<file path="src/rtl/core/ftwm_pkg.sv">
`timescale 1ns / 1ps
`default_nettype none

package ftwm_pkg;

    localparam int unsigned CNT_W     = 9;
    localparam int unsigned SUM_W     = 41;
    localparam int unsigned DIV_CNT_W = 6;
    localparam int unsigned CFG_W     = 32;

    typedef enum logic [1:0] {
        OP_RECORD = 2'd0,
        OP_START  = 2'd1,
        OP_STOP   = 2'd2,
        OP_CLEAR  = 2'd3
    } opcode_t;

    typedef enum logic [2:0] {
        ST_STARTED        = 3'd0,
        ST_ALREADY_ACTIVE = 3'd1,
        ST_RECORDED       = 3'd2,
        ST_NOT_ACTIVE     = 3'd3,
        ST_INVALID        = 3'd4,
        ST_STOPPED        = 3'd5,
        ST_CLEARED        = 3'd6
    } status_t;

    localparam logic REG_WINDOW_FRAMES   = 1'b0;
    localparam logic REG_SPIKE_THRESHOLD = 1'b1;

    localparam logic [8:0]  WINDOW_FRAMES_RST   = 9'd256;
    localparam logic [31:0] SPIKE_THRESHOLD_RST = 32'd16667;
    localparam logic [2:0]  NO_SOURCE           = 3'd4;

    typedef struct packed {
        logic [1:0]  opcode;
        logic [31:0] frame_number;
        logic [47:0] stamp_us;
        logic [31:0] frame_time;
        logic [47:0] memory_used;
        logic [4:0]  present_mask;
        logic [31:0] render_time;
        logic [31:0] script_time;
        logic [31:0] asset_time;
        logic [31:0] audio_time;
        logic [31:0] misc_time;
    } in_item_t;

    typedef struct packed {
        logic [2:0]  status;
        logic        active;
        logic [8:0]  frames_held;
        logic [31:0] latest_time;
        logic [47:0] latest_memory;
        logic [31:0] average_time;
        logic [31:0] maximum_time;
        logic        spike_valid;
        logic [31:0] spike_frame;
        logic [31:0] spike_time;
        logic [2:0]  dominant_source;
        logic [31:0] dominant_us;
    } out_item_t;

    typedef struct packed {
        logic load;
        logic decide;
        logic drop;
        logic write;
        logic check;
        logic walk;
        logic div_start;
        logic div_step;
        logic publish;
    } dp_cmd_t;

    typedef struct packed {
        logic record_ok;
        logic drop_needed;
        logic walk_done;
        logic div_done;
    } dp_stat_t;

endpackage

`default_nettype wire

</file>
<file path="src/rtl/core/ftwm_ctrl.sv">
`timescale 1ns / 1ps
`default_nettype none

module ftwm_ctrl (
    input  logic               clk,
    input  logic               rst_n,
    input  logic               in_valid,
    output logic               in_ready,
    output logic               out_valid,
    input  logic               out_ready,
    input  ftwm_pkg::dp_stat_t stat,
    output ftwm_pkg::dp_cmd_t  cmd
);
    import ftwm_pkg::*;

    typedef enum logic [3:0] {
        S_IDLE,
        S_DECIDE,
        S_DROP_RD,
        S_DROP_SUB,
        S_WRITE,
        S_CHECK_RD,
        S_CHECK,
        S_WALK,
        S_DIVIDE,
        S_RESULT
    } state_t;

    state_t state_reg;
    logic   out_valid_reg;
    logic   publish_ok;

    assign in_ready   = (state_reg == S_IDLE);
    assign out_valid  = out_valid_reg;
    assign publish_ok = !out_valid_reg || out_ready;

    always_comb
    begin
        cmd = '0;
        unique case (state_reg)
            S_IDLE:     cmd.load = in_valid;
            S_DECIDE:   cmd.decide = 1'b1;
            S_DROP_RD:  cmd = '0;
            S_DROP_SUB: cmd.drop = 1'b1;
            S_WRITE:    cmd.write = 1'b1;
            S_CHECK_RD: cmd = '0;
            S_CHECK:    cmd.check = 1'b1;
            S_WALK:
            begin
                cmd.walk      = 1'b1;
                cmd.div_start = stat.walk_done;
            end
            S_DIVIDE:   cmd.div_step = !stat.div_done;
            S_RESULT:   cmd.publish = publish_ok;
            default:    cmd = '0;
        endcase
    end

    always_ff @(posedge clk or negedge rst_n)
    begin
        if (!rst_n)
        begin
            state_reg     <= S_IDLE;
            out_valid_reg <= 1'b0;
        end
        else
        begin
            if ((state_reg == S_RESULT) && publish_ok)
            begin
                out_valid_reg <= 1'b1;
            end
            else if (out_ready)
            begin
                out_valid_reg <= 1'b0;
            end
            unique case (state_reg)
                S_IDLE:
                begin
                    if (in_valid)
                    begin
                        state_reg <= S_DECIDE;
                    end
                end
                S_DECIDE:   state_reg <= stat.record_ok ? S_DROP_RD : S_WALK;
                S_DROP_RD:  state_reg <= stat.drop_needed ? S_DROP_SUB : S_WRITE;
                S_DROP_SUB: state_reg <= S_DROP_RD;
                S_WRITE:    state_reg <= S_CHECK_RD;
                S_CHECK_RD: state_reg <= S_CHECK;
                S_CHECK:    state_reg <= S_WALK;
                S_WALK:
                begin
                    if (stat.walk_done)
                    begin
                        state_reg <= S_DIVIDE;
                    end
                end
                S_DIVIDE:
                begin
                    if (stat.div_done)
                    begin
                        state_reg <= S_RESULT;
                    end
                end
                S_RESULT:
                begin
                    if (publish_ok)
                    begin
                        state_reg <= S_IDLE;
                    end
                end
                default:    state_reg <= S_IDLE;
            endcase
        end
    end

endmodule

`default_nettype wire

</file>
<file path="config.mk">
export PLATFORM = sky130hd
export DESIGN_NAME = ftwm_ctrl
export DESIGN_NICKNAME = d
export VERILOG_FILES = /design/src/rtl/core/ftwm_pkg.sv /design/src/rtl/core/ftwm_ctrl.sv
export SDC_FILE = /design/constraint.sdc
export NUM_CORES = 1
export LEC_CHECK = 0
export ABC_CLOCK_PERIOD_IN_PS = 1300
export BUFFER_PORTS_ARGS = -buffer_cell sky130_fd_sc_hd__buf_2
export CORE_AREA = 4 4 41 43
export CTS_BUF_LIST = sky130_fd_sc_hd__clkbuf_8
export CTS_CLUSTER_DIAMETER = 40
export DETAILED_ROUTE_END_ITERATION = 10
export DIE_AREA = 0 0 45 47
export GPL_TIMING_DRIVEN = 1
export SKIP_LAST_GASP = 1
export SYNTH_ARGS = -nofsm -noshare
export SYNTH_HDL_FRONTEND = slang
export SYNTH_SLANG_ARGS = --single-unit
</file>
<file path="constraint.sdc">
create_clock -name clk -period 1.3 [get_ports clk]
set_input_delay 0.065 -clock clk [delete_from_list [all_inputs] [get_ports clk]]
set_output_delay 0.065 -clock clk [all_outputs]
set_load 0.05 [all_outputs]
</file>
### Word level (Yosys, flattened, before mapping)

Index checks and enable logic that the tools add are counted.

* equal/unequal tests: 13
* reductions and logical operators: 7
* mux-type cells: 17

Operator list (count)
* $pmux 4 s10: 1
* $eq 4x3->1 const B: 4
* $mux 4: 4
* $mux 1: 9
* $eq 4x2->1 const B: 2
* $eq 4x4->1 const B: 2
* $ne 2x2->1 const B: 4
* $mux 3: 2
* $eq 4x1->1 const B: 1
* $logic_not 4->1: 1
* $reduce_and 4->1: 1
* $logic_not 1->1: 2
* $mux 2: 1
* $reduce_bool 2->1: 1
* $logic_and 1x1->1: 1
* $logic_or 1x1->1: 1

* register bits: 5
* bits of input ports: 8
* output and inout bits: 11
* word-level logic and storage cells: 39

### Depth between registers and ports, before layout

Gate-level depths: netlist of the first run.

* word-level depth: 4
* gate-level depth with buffers: 5
* gate-level depth less buffers: 4

### Worst setup path after synthesis of the first run

Ideal clock, no wire load.

* path kind: register to output
* from: reg state_reg[0]
* to: out cmd[8] (netlist name)
* cell stages (with the launch flop): 4
* arrival time: 2.679 ns
* path slack: -1.444 ns
* buffers on the path: 1
* cells stage by stage: dfrtp_1 buf_2 nor4_1 and2_1

RTL lines
* start: declaration: line ftwm_ctrl.sv:29 `state_t state_reg;`
* start signal: assignment: line ftwm_ctrl.sv:84 `S_DECIDE: state_reg <= stat.record_ok ? S_DROP_RD : S_WALK;`
* start signal: assignment: line ftwm_ctrl.sv:85 `S_DROP_RD: state_reg <= stat.drop_needed ? S_DROP_SUB : S_WRITE;`
* end: declaration: line ftwm_ctrl.sv:12 `output ftwm_pkg::dp_cmd_t cmd`

==> impl_metrics.ini, run 1 <==
[grt]
grt_pass1_wl_mm = 2.194
grt_remaining_overflow = 0
grt_max_degree = 7
number_of_global_route_vias_before_repair = 533
gr_util_all_layers = 0.1388
grt_antenna_before_repair = 0

[setup_path]
critPathBufInv = 2
crit-reg2reg-capture = state_reg[0]
crit_path_max_fanout = 4
r2r_start = state_reg[2]
slowest_delay_ns = 0.41
crit_path_top_delay_cell = sky130_fd_sc_hd__dfrtp_1
cp-end-kind = primary output
path_cells = nand2b_4 -> or2_4 -> clkinvlp_4 -> and2_4 -> buf_8
reg2regPathDepth = 5
critPathKind = register to primary output
critical-path-top-delay-family = simple AND/OR/NAND/NOR gates
worst-r2r-setup-slack_ns = -0.05
critical_path_arrival_ns = 1.40
required_ns = 1.24
cp-start-kind = register

[pwr]
power_frac_comb = 0.766
maximum_resistive_drop_on_vdd_v = 0.002137
power_switching_mw = 1.274
pwr-share-seq = 0.127
power_density_nw_per_um2 = 2959
sw_frac_of_total = 0.4675
clockPowerShare = 0.107
intPower_mw = 1.451
p_leak_nw = 0.4127

[floorplanning]
floorplan.initialDensity = 0.2913
core_region_area_um2 = 1301
top_level_ports = 19
placement_rows = 13
fp.dieH_um = 47
die_w_um = 45
die_area_um2 = 2115

[min_path]
worst_hold_path_type = input port to register
worst_hold_path.num_cells = 2
whs_endpoint = out_valid
worstHoldStart = out_ready

[timing]
worst_pin_slew_ns = 0.2419
min_period_ns = 1.461
max_freq_mhz = 684.6
rsz0062_at_grt = yes
final.setup.worst_slack_ns = -0.1606
maxSlewHeadroom = 0.8362
report.final.setup_viol = 10
report.final.hold_viol_count = 0
timing.clock.skew_ns = 0.001456
timing.final.crit_share = 1.124
slew_violations = 0
timing.hold.ws_ns = 0.07681

[clock_network]
worst_skew_pair_latency_ns = 0.22
cts.sinks = 5
clk_root_buf = sky130_fd_sc_hd__clkbuf_8
cts_tree = yes
clock_path_buffers = 2
cts-buffers-inserted = 3
cts.clk_slew.worst_paths_ns = 0.04
cts_htree_levels = 1

[status]
violations_in_the_final_reports = setup timing
outcome = finished, violations left

[placed_design]
place.port_buffers = 18
gpl.final_weighted_congestion = 0.8158
place.detailed.hpwl_um = 927.4

[run]
drv_cap = 0

[layout]
final_core_occ = 0.7077
number_of_antenna_repair_diodes = 0
area_growth_pct = 142.9
num-nets-final = 102
multiInputGateArea_um2 = 312.8
area.sequential_um2 = 128.9
layout.filler_cells = 88
largest_register_ffs = 4
drive_gt1_frac = 0.7419

[synth]
synth_top_area_share = 0.3300
yosysWarnings = 0
number_of_enable_flip_flop_cells_after_synthesis = 0
synth-seq-cells = 5
ys_types = 21
yosys-top-cells-count = sky130_fd_sc_hd__inv_1, sky130_fd_sc_hd__o21ai_0, sky130_fd_sc_hd__dfrtp_1
total_standard_cell_area_after_synthesis_um2 = 379.1
synth_area_leaders = sky130_fd_sc_hd__dfrtp_1, sky130_fd_sc_hd__o21ai_0, sky130_fd_sc_hd__inv_1
mappedNetlistNets = 58
seq_area_frac_synth = 0.3300
synthesis.area_per_instance_um2 = 7.582
postSynth.topFlopCell = sky130_fd_sc_hd__dfrtp_1
synth_top_cell_by_area = sky130_fd_sc_hd__dfrtp_1
synth_async_sr_flop_share = 1.000
syn_inst = 50

[detailed_routing]
route.detailed.vias_per_inst = 5.111
wirelength_mm = 1.621
drt_pass1_iterations = 4
wl_per_instance_um = 15.01
drt-initial-drc-count = 9
detail-route-antenna-nets = 0
vias = 552
drcViolationCount = 0
## final cells by class
class,instances,area share
sequential,5,0.1399
multi-input combinational,36,0.3397
inverter,6,0.03397
clock buffer,3,0.04484
tap,15,0.02038
clock inverter,1,0.004076
timing repair buffer,42,0.4171
## worst reg2reg max path, stage by stage, from the launching register on
cell	delay [ns]
sky130_fd_sc_hd__dfrtp_2	0.46
sky130_fd_sc_hd__buf_6	0.15
sky130_fd_sc_hd__and3_1	0.20
sky130_fd_sc_hd__nand2b_1	0.09
sky130_fd_sc_hd__a21oi_2	0.06
sky130_fd_sc_hd__o311ai_1	0.27
## cells in the final DEF, fill, tap and decap left out, drive strengths merged, types with 2 or more instances in the layout
master,instances
dfrtp,5
a31oi,2
clkbuf,3
o21ai,6
nor2,4
nand2,3
nor3,4
nor4,2
nand2b,2
a21oi,2
inv,6
or3,2
buf,41
and2,2
## per-stage QoR
| step | instance area, um2 | setup slack, ns | power [mW] | TNS (ns) | instances |
|---|---|---|---|---|---|
| final | 920.9 | -0.1606 | 2.725 | -0.8842 | 108 |
| after global routing | 920.9 | -0.2151 | 2.867 | -1.435 | 108 |
| after CTS | 833.3 | -0.1164 | 2.359 | -0.7026 | 106 |
| after detailed placement | 615.6 | -0.004182 | 1.655 | -0.004182 | 92 |
| after global placement | 615.6 | 0.003315 | 1.647 | 0 | 92 |
| after floorplan | 442.9 | -0.3541 | 1.260 | -0.9400 | 50 |
## what timing repair did
item,in CTS,in global routing
endpoints found under the hold margin,5,0
hold buffers,1,0
resized for setup,31,23
endpoints found under the setup margin,10,14
pin swaps,6,8
buffers inserted,9,2
## worst max-delay path by stage
stage / start / endpoint / slack [ns] / cells past startpoint
after global placement: state_reg[3] / cmd[2] / 0.003 / 5
after floorplan: state_reg[1] / cmd[8] / -0.35 / 2
final: state_reg[3] / cmd[2] / -0.16 / 5
after CTS: state_reg[3] / cmd[2] / -0.12 / 5
after detailed placement: state_reg[2] / cmd[8] / -0.004 / 4
after global routing: state_reg[3] / cmd[8] / -0.22 / 4
## power by group through the flow
stage	clock, mW	combinational (mW)	sequential [mW]
after global placement	0	1.34	0.311
after global routing	0.310	2.20	0.352
final	0.290	2.09	0.346
after detailed placement	0	1.34	0.311
after CTS	0.283	1.75	0.329
after floorplan	0	0.960	0.300
## cells by family (layout without fill, tap and decap cells)
kind of cell           Yosys count  count (layout)  synth area share
and+or+nand+nor                 23              23            0.3498
buffers and inverters            9              52            0.1155
AOI/OAI and AO/OA               13              13            0.2046
DFF                              5               5            0.3300
## per-layer routing
layer	up-vias	GRT usage	routed length, um
met1	281	0.1563	646
met3	2	0.01533	48
met2	7	0.2712	910
met4	0	0.04094	16
li1	262	-	-
met5	-	0	0
Note: power is estimated with default switching activity, not from simulation.
==> run 2, diff against run 1 <==
Settings changed: TNS_END_PERCENT from default to 1.
==> run 2 against run 1 <==
The flow still finishes with violations (setup timing); critical endpoint is now cmd[0]; final cell count shrank 9.3%; critical path type unchanged; largest cell class is now multi-input combinational cells; utilization shrank 15 points; register-to-register slack is essentially flat.
==> impl_metrics.ini, run 2 (synthesis gave the netlist of run 1 again) <==
[timing]
worst_pin_slew_ns = 0.2411
slew_violations = 0
min_period_ns = 1.438
report.final.hold_viol_count = 0
max_freq_mhz = 695.4
maxSlewHeadroom = 0.8368
report.final.setup_viol = 13
final.setup.worst_slack_ns = -0.1381
timing.clock.skew_ns = 0.002690
rsz0062_at_grt = yes
timing.final.crit_share = 1.106

[clock_network]
cts_htree_levels = 1
clock_path_buffers = 2
worst_skew_pair_latency_ns = 0.22
cts.sinks = 5
cts-buffers-inserted = 3
clk_root_buf = sky130_fd_sc_hd__clkbuf_8
cts.clk_slew.worst_paths_ns = 0.04
cts_tree = yes

[detailed_routing]
wl_per_instance_um = 12.38
dr_wl_met3_um = 83
met2WireLength_um = 656
wirelength_mm = 1.213
drcViolationCount = 0
topRoutingLayerUsed = met4
met1_wl_um = 436
route.detailed.vias_per_inst = 4.908
drt_pass1_iterations = 4
detail-route-antenna-nets = 0
drt-initial-drc-count = 8
vias = 481

[grt]
grt_max_degree = 10
gr_util_all_layers = 0.1366
grt_pass1_wl_mm = 2.049
grt_antenna_before_repair = 0
number_of_global_route_vias_before_repair = 487
grt_remaining_overflow = 0

[setup_path]
crit_path_start = state_reg[3]
required_ns = 1.24
path_cells = buf_6 -> nor2b_4 -> nand3_2 -> buf_6 -> a21oi_2 -> buf_6
crit_path_max_fanout = 3
critical_path_arrival_ns = 1.37
crit_path_top_delay_cell = sky130_fd_sc_hd__dfrtp_1
critical-path-top-delay-family = buffers and inverters
critPathBufInv = 3
r2r_start = state_reg[3]
cp-end-kind = primary output
critPathKind = register to primary output
crit_path_frequent_cell = sky130_fd_sc_hd__buf_6
cp-start-kind = register
slowest_delay_ns = 0.39

[layout]
layout.filler_cells = 132
number_of_antenna_repair_diodes = 0
drive_gt1_frac = 0.6024
area_growth_pct = 93.07
largest_register_ffs = 4
area.sequential_um2 = 126.4
final_cell_mix = sky130_fd_sc_hd__buf_2, sky130_fd_sc_hd__buf_4, sky130_fd_sc_hd__o21ai_0, sky130_fd_sc_hd__buf_6, sky130_fd_sc_hd__inv_1
num-nets-final = 92
multiInputGateArea_um2 = 267.8
fin_area_um2 = 732.0
mostFrequentLayoutCell = sky130_fd_sc_hd__buf_2

[status]
violations_in_the_final_reports = setup timing
outcome = finished, violations left

[placed_design]
gpl.final_weighted_congestion = 0.7930
place.port_buffers = 18
place.detailed.hpwl_um = 944.9
dpl_cell_area_um2 = 601.8

[min_path]
worstHoldStart = stat[1]
worst_hold_path_type = input port to register

[run]
drv_cap = 0

[floorplanning]
die_area_um2 = 2115
fp.dieH_um = 47
placement_rows = 13
top_level_ports = 19
die_w_um = 45
core_region_area_um2 = 1301
floorplan.initialDensity = 0.2913

[pwr]
maximum_resistive_drop_on_vdd_v = 0.001459
power_total_mw = 2.096
power_density_nw_per_um2 = 2864
p_leak_nw = 0.3466
run 2: final timing paths:
| path | to | slack, ns | cells after the start |
|---|---|---|---|
| setup / recovery | cmd[0] | -0.14 | 6 |
| hold / removal | state_reg[1] | 0.09 | 2 |
| setup reg to reg | state_reg[3] | -0.05 | 5 |
| hold reg to reg | out_valid | 0.61 | 2 |
| max in group asynchronous | state_reg[2] | 0.97 | 2 |
| min in group asynchronous | state_reg[1] | 0.19 | 2 |
run 2: final cells by class:
class,instances,area share
Inverter,6,0.03590
Tap cell,15,0.02564
Timing Repair Buffer,32,0.3385
Sequential cell,5,0.1726
Clock inverter,1,0.005128
Multi-Input combinational cell,36,0.3658
Clock buffer,3,0.05641
run 2: what timing repair did:
action                                  in CTS  in global routing
hold buffers                                 1                  0
endpoints found under the setup margin      11                 13
setup buffers                                1                  0
gates resized for setup                     22                  0
hold endpoints to repair                     5                  0
pin swaps                                    4                  1
gates cloned                                 0                  0
run 2: worst register-to-register path, stage by stage, from the launching register on:
cell	delay, ns
sky130_fd_sc_hd__dfrtp_1	0.39
sky130_fd_sc_hd__buf_6	0.12
sky130_fd_sc_hd__nor2b_4	0.14
sky130_fd_sc_hd__nand3_2	0.09
sky130_fd_sc_hd__or3_1	0.36
sky130_fd_sc_hd__a31oi_1	0.17
run 2: metrics by stage:
stage	setup TNS, ns	worst slack (ns)	std cells	hold slack (ns)	utilization
6_report	-1.085	-0.1381	98	0.08633	0.5625
3_5_place_dp	-0.04858	-0.04622	92	-0.1185	0.4625
2_1_floorplan	-1.591	-0.3542	50	-0.2306	-
3_3_place_gp	-0.02725	-0.02725	92	-0.1158	0.4625
5_1_grt	-2.064	-0.2189	98	0.09485	0.5625
4_1_cts	-1.034	-0.1259	98	0.07841	0.5625
run 2: metal layers:
layer | track usage | up-vias
li1 | - | 238
met1 | 0.1409 | 215
met2 | 0.2429 | 24
met3 | 0.01533 | 4
met4 | 0.1228 | 0
met5 | 0 | -
run 2: power breakdown:
group | internal (mW) | total, mW | switching [mW]
combinational | 0.637 | 1.50 | 0.866
sequential | 0.233 | 0.313 | 0.0801
clock | 0.203 | 0.281 | 0.0783
==> run 3, diff against run 2 <==
Settings changed: ABC_AREA from default to 1.
==> run 3 against run 2 <==
The flow still finishes with violations (setup timing); flip-flop and latch count unchanged; non-clock buffer count down 10; utilization down 2.0 points; hold slack worse by 0.035 ns; routed wire length up 7.2%; combinational power down 6%; die area unchanged; critical path depth down 1; count of clock-buffer cells in the layout unchanged; first-iteration DRC count down 50%; clock skew up 0.0022 ns; critical endpoint unchanged; highest routed layer unchanged.
==> impl_metrics.ini, run 3 <==
[status]
outcome = finished, violations left
violations_in_the_final_reports = setup timing

[timing]
max_freq_mhz = 750.4
min_period_ns = 1.333
report.final.hold_viol_count = 0
rsz0062_at_grt = yes
final.setup.worst_slack_ns = -0.03254
timing.clock.skew_ns = 0.004891
finalSetupTns_ns = -0.08205
maxSlewHeadroom = 0.8215
worst_pin_slew_ns = 0.2668
slew_violations = 0
timing.final.crit_share = 1.025
report.final.setup_viol = 4

[placed_design]
gpl.final_weighted_congestion = 0.7827
place_ws_ns = 0.05225
place.port_buffers = 18
place.detailed.hpwl_um = 856.2

[clock_network]
cts.clk_slew.worst_paths_ns = 0.04
cts_tree = yes
cts-buffers-inserted = 3
cts.sinks = 5
worst_skew_pair_latency_ns = 0.22
clock_path_buffers = 2
cts_htree_levels = 1
clk_root_buf = sky130_fd_sc_hd__clkbuf_8

[grt]
grt_antenna_before_repair = 0
grt_remaining_overflow = 0
gr_util_all_layers = 0.1197
number_of_global_route_vias_before_repair = 452
grt_max_degree = 6
grt_pass1_wl_mm = 1.766

[synth]
total_standard_cell_area_after_synthesis_um2 = 389.1
synth_xor_area_frac = 0
dominant_combinational_cell_family_by_area_after_synthesis = simple AND/OR/NAND/NOR gates
synth_simple_gate_area_frac = 0.4566
yosysWarnings = 0
synth_async_sr_flop_share = 1.000
ys_types = 10
number_of_enable_flip_flop_cells_after_synthesis = 0
mappedNetlistNets = 75
synth_top_cell_by_area = sky130_fd_sc_hd__dfrtp_1
synth_mux_area_frac = 0
postSynth.topFlopCell = sky130_fd_sc_hd__dfrtp_1
synth-seq-cells = 5
synth_area_leaders = sky130_fd_sc_hd__dfrtp_1, sky130_fd_sc_hd__nand2_1, sky130_fd_sc_hd__inv_1
syn_inst = 67
synth.most_common_cell = sky130_fd_sc_hd__nand2_1
seq_area_frac_synth = 0.3215
synth-compound-area-share = 0.05788
post_synth_fa_ha_maj_area_fraction = 0
synthesis.area_per_instance_um2 = 5.808
synth_top_area_share = 0.3215
yosys-top-cells-count = sky130_fd_sc_hd__nand2_1, sky130_fd_sc_hd__inv_1, sky130_fd_sc_hd__nor2_1

[setup_path]
path_depth = 5
crit-reg2reg-capture = state_reg[0]
critical-path-top-delay-family = flip-flops
crit_path_max_fanout = 4
critPathBufInv = 2
r2r_start = state_reg[1]
crit_path_frequent_cell = sky130_fd_sc_hd__nor2_4
worst-r2r-setup-slack_ns = 0.07
cp-start-kind = register
crit_path_start = state_reg[1]
slowest_delay_ns = 0.44
cp-end-kind = primary output
path_cells = buf_6 -> nor2_4 -> nand2_2 -> nor2_4 -> buf_8
worstSetupEndpoint = cmd[0]
critPathKind = register to primary output
required_ns = 1.24
crit_path_top_delay_cell = sky130_fd_sc_hd__dfrtp_2
reg2regPathDepth = 8
critical_path_arrival_ns = 1.27

[detailed_routing]
drcViolationCount = 0
drt-initial-drc-count = 4
drt_pass1_iterations = 4
route.detailed.vias_per_inst = 4.731
vias = 511
wl_per_instance_um = 12.04
detail-route-antenna-nets = 0
wirelength_mm = 1.300

[floorplanning]
top_level_ports = 19
die_w_um = 45
placement_rows = 13
floorplan.initialDensity = 0.2990
die_area_um2 = 2115
core_region_area_um2 = 1301
fp.dieH_um = 47

[layout]
area.sequential_um2 = 128.9
num-nets-final = 102
final_cell_mix = sky130_fd_sc_hd__inv_1, sky130_fd_sc_hd__nand2_1, sky130_fd_sc_hd__buf_2
area_growth_pct = 81.35
drive_gt1_frac = 0.4839
layout.filler_cells = 140
largest_register_ffs = 4
final_core_occ = 0.5423
multiInputGateArea_um2 = 271.5
number_of_antenna_repair_diodes = 0

[min_path]
worst_hold_path.num_cells = 2
worst_hold_path_type = input port to register

[pwr]
power_density_nw_per_um2 = 2903
p_leak_nw = 0.3966
power_total_mw = 2.049
maximum_resistive_drop_on_vdd_v = 0.001237

[run]
drv_cap = 0
## run 3: changes by cell type after synthesis, moves of 3 or more
cell                      before  now
sky130_fd_sc_hd__nand2_1       3   18
sky130_fd_sc_hd__inv_1         6   17
sky130_fd_sc_hd__nor2_1        4   14
sky130_fd_sc_hd__nand3_1       0    6
sky130_fd_sc_hd__o21ai_0       6    1
sky130_fd_sc_hd__nor3_1        4    1
## run 3: worst min-delay path by stage
stage / start / endpoint
CTS: out_ready / out_valid
global placement: rst_n / out_valid
floorplan: rst_n / out_valid
finish: out_ready / out_valid
detailed placement: rst_n / state_reg[0]
global route: out_ready / out_valid
## run 3: report_power, final
part | total (mW) | leakage (nW) | internal, mW | switching [mW]
Clock | 0.282 | 0.0269 | 0.203 | 0.0792
Combinational | 1.41 | 0.309 | 0.471 | 0.944
Sequential | 0.352 | 0.0603 | 0.238 | 0.114
Total | 2.05 | 0.397 | 0.912 | 1.14
## run 3: metal layers
metal  track usage  up-vias  wire length (um)
met5             0        -                 0
met4       0.01754        0                25
met3       0.08046        2               115
met2        0.1893       20               664
met1        0.1379      233               494
li1              -      256                 -
## run 3: what timing repair did
item,in CTS,in global routing
endpoints found under the hold margin,5,0
setup buffers,0,1
hold buffers,1,0
pin swaps,0,5
endpoints found under the setup margin,10,10
gates resized for setup,20,24
## run 3: cell type report
type / count / area share
Clock inverter: 1 / 0.005319
Inverter: 17 / 0.09043
Tap cell: 15 / 0.02660
Timing Repair Buffer: 22 / 0.2518
Sequential cell: 5 / 0.1826
Multi-Input combinational cell: 45 / 0.3848
Clock buffer: 3 / 0.05851
## run 3: kinds of logic after synthesis
group / count (synthesis)
flops: 5
buf+inv: 17
compound gates: 3
simple gates: 42
## run 3: per-stage QoR
stage	cells	hold slack, ns	area, um2
CTS	107	0.04696	630.6
global route	108	0.06458	705.7
detailed placement	102	-0.1174	520.5
floorplan	67	-0.2306	396.6
global placement	102	-0.1176	520.5
finish	108	0.05151	705.7
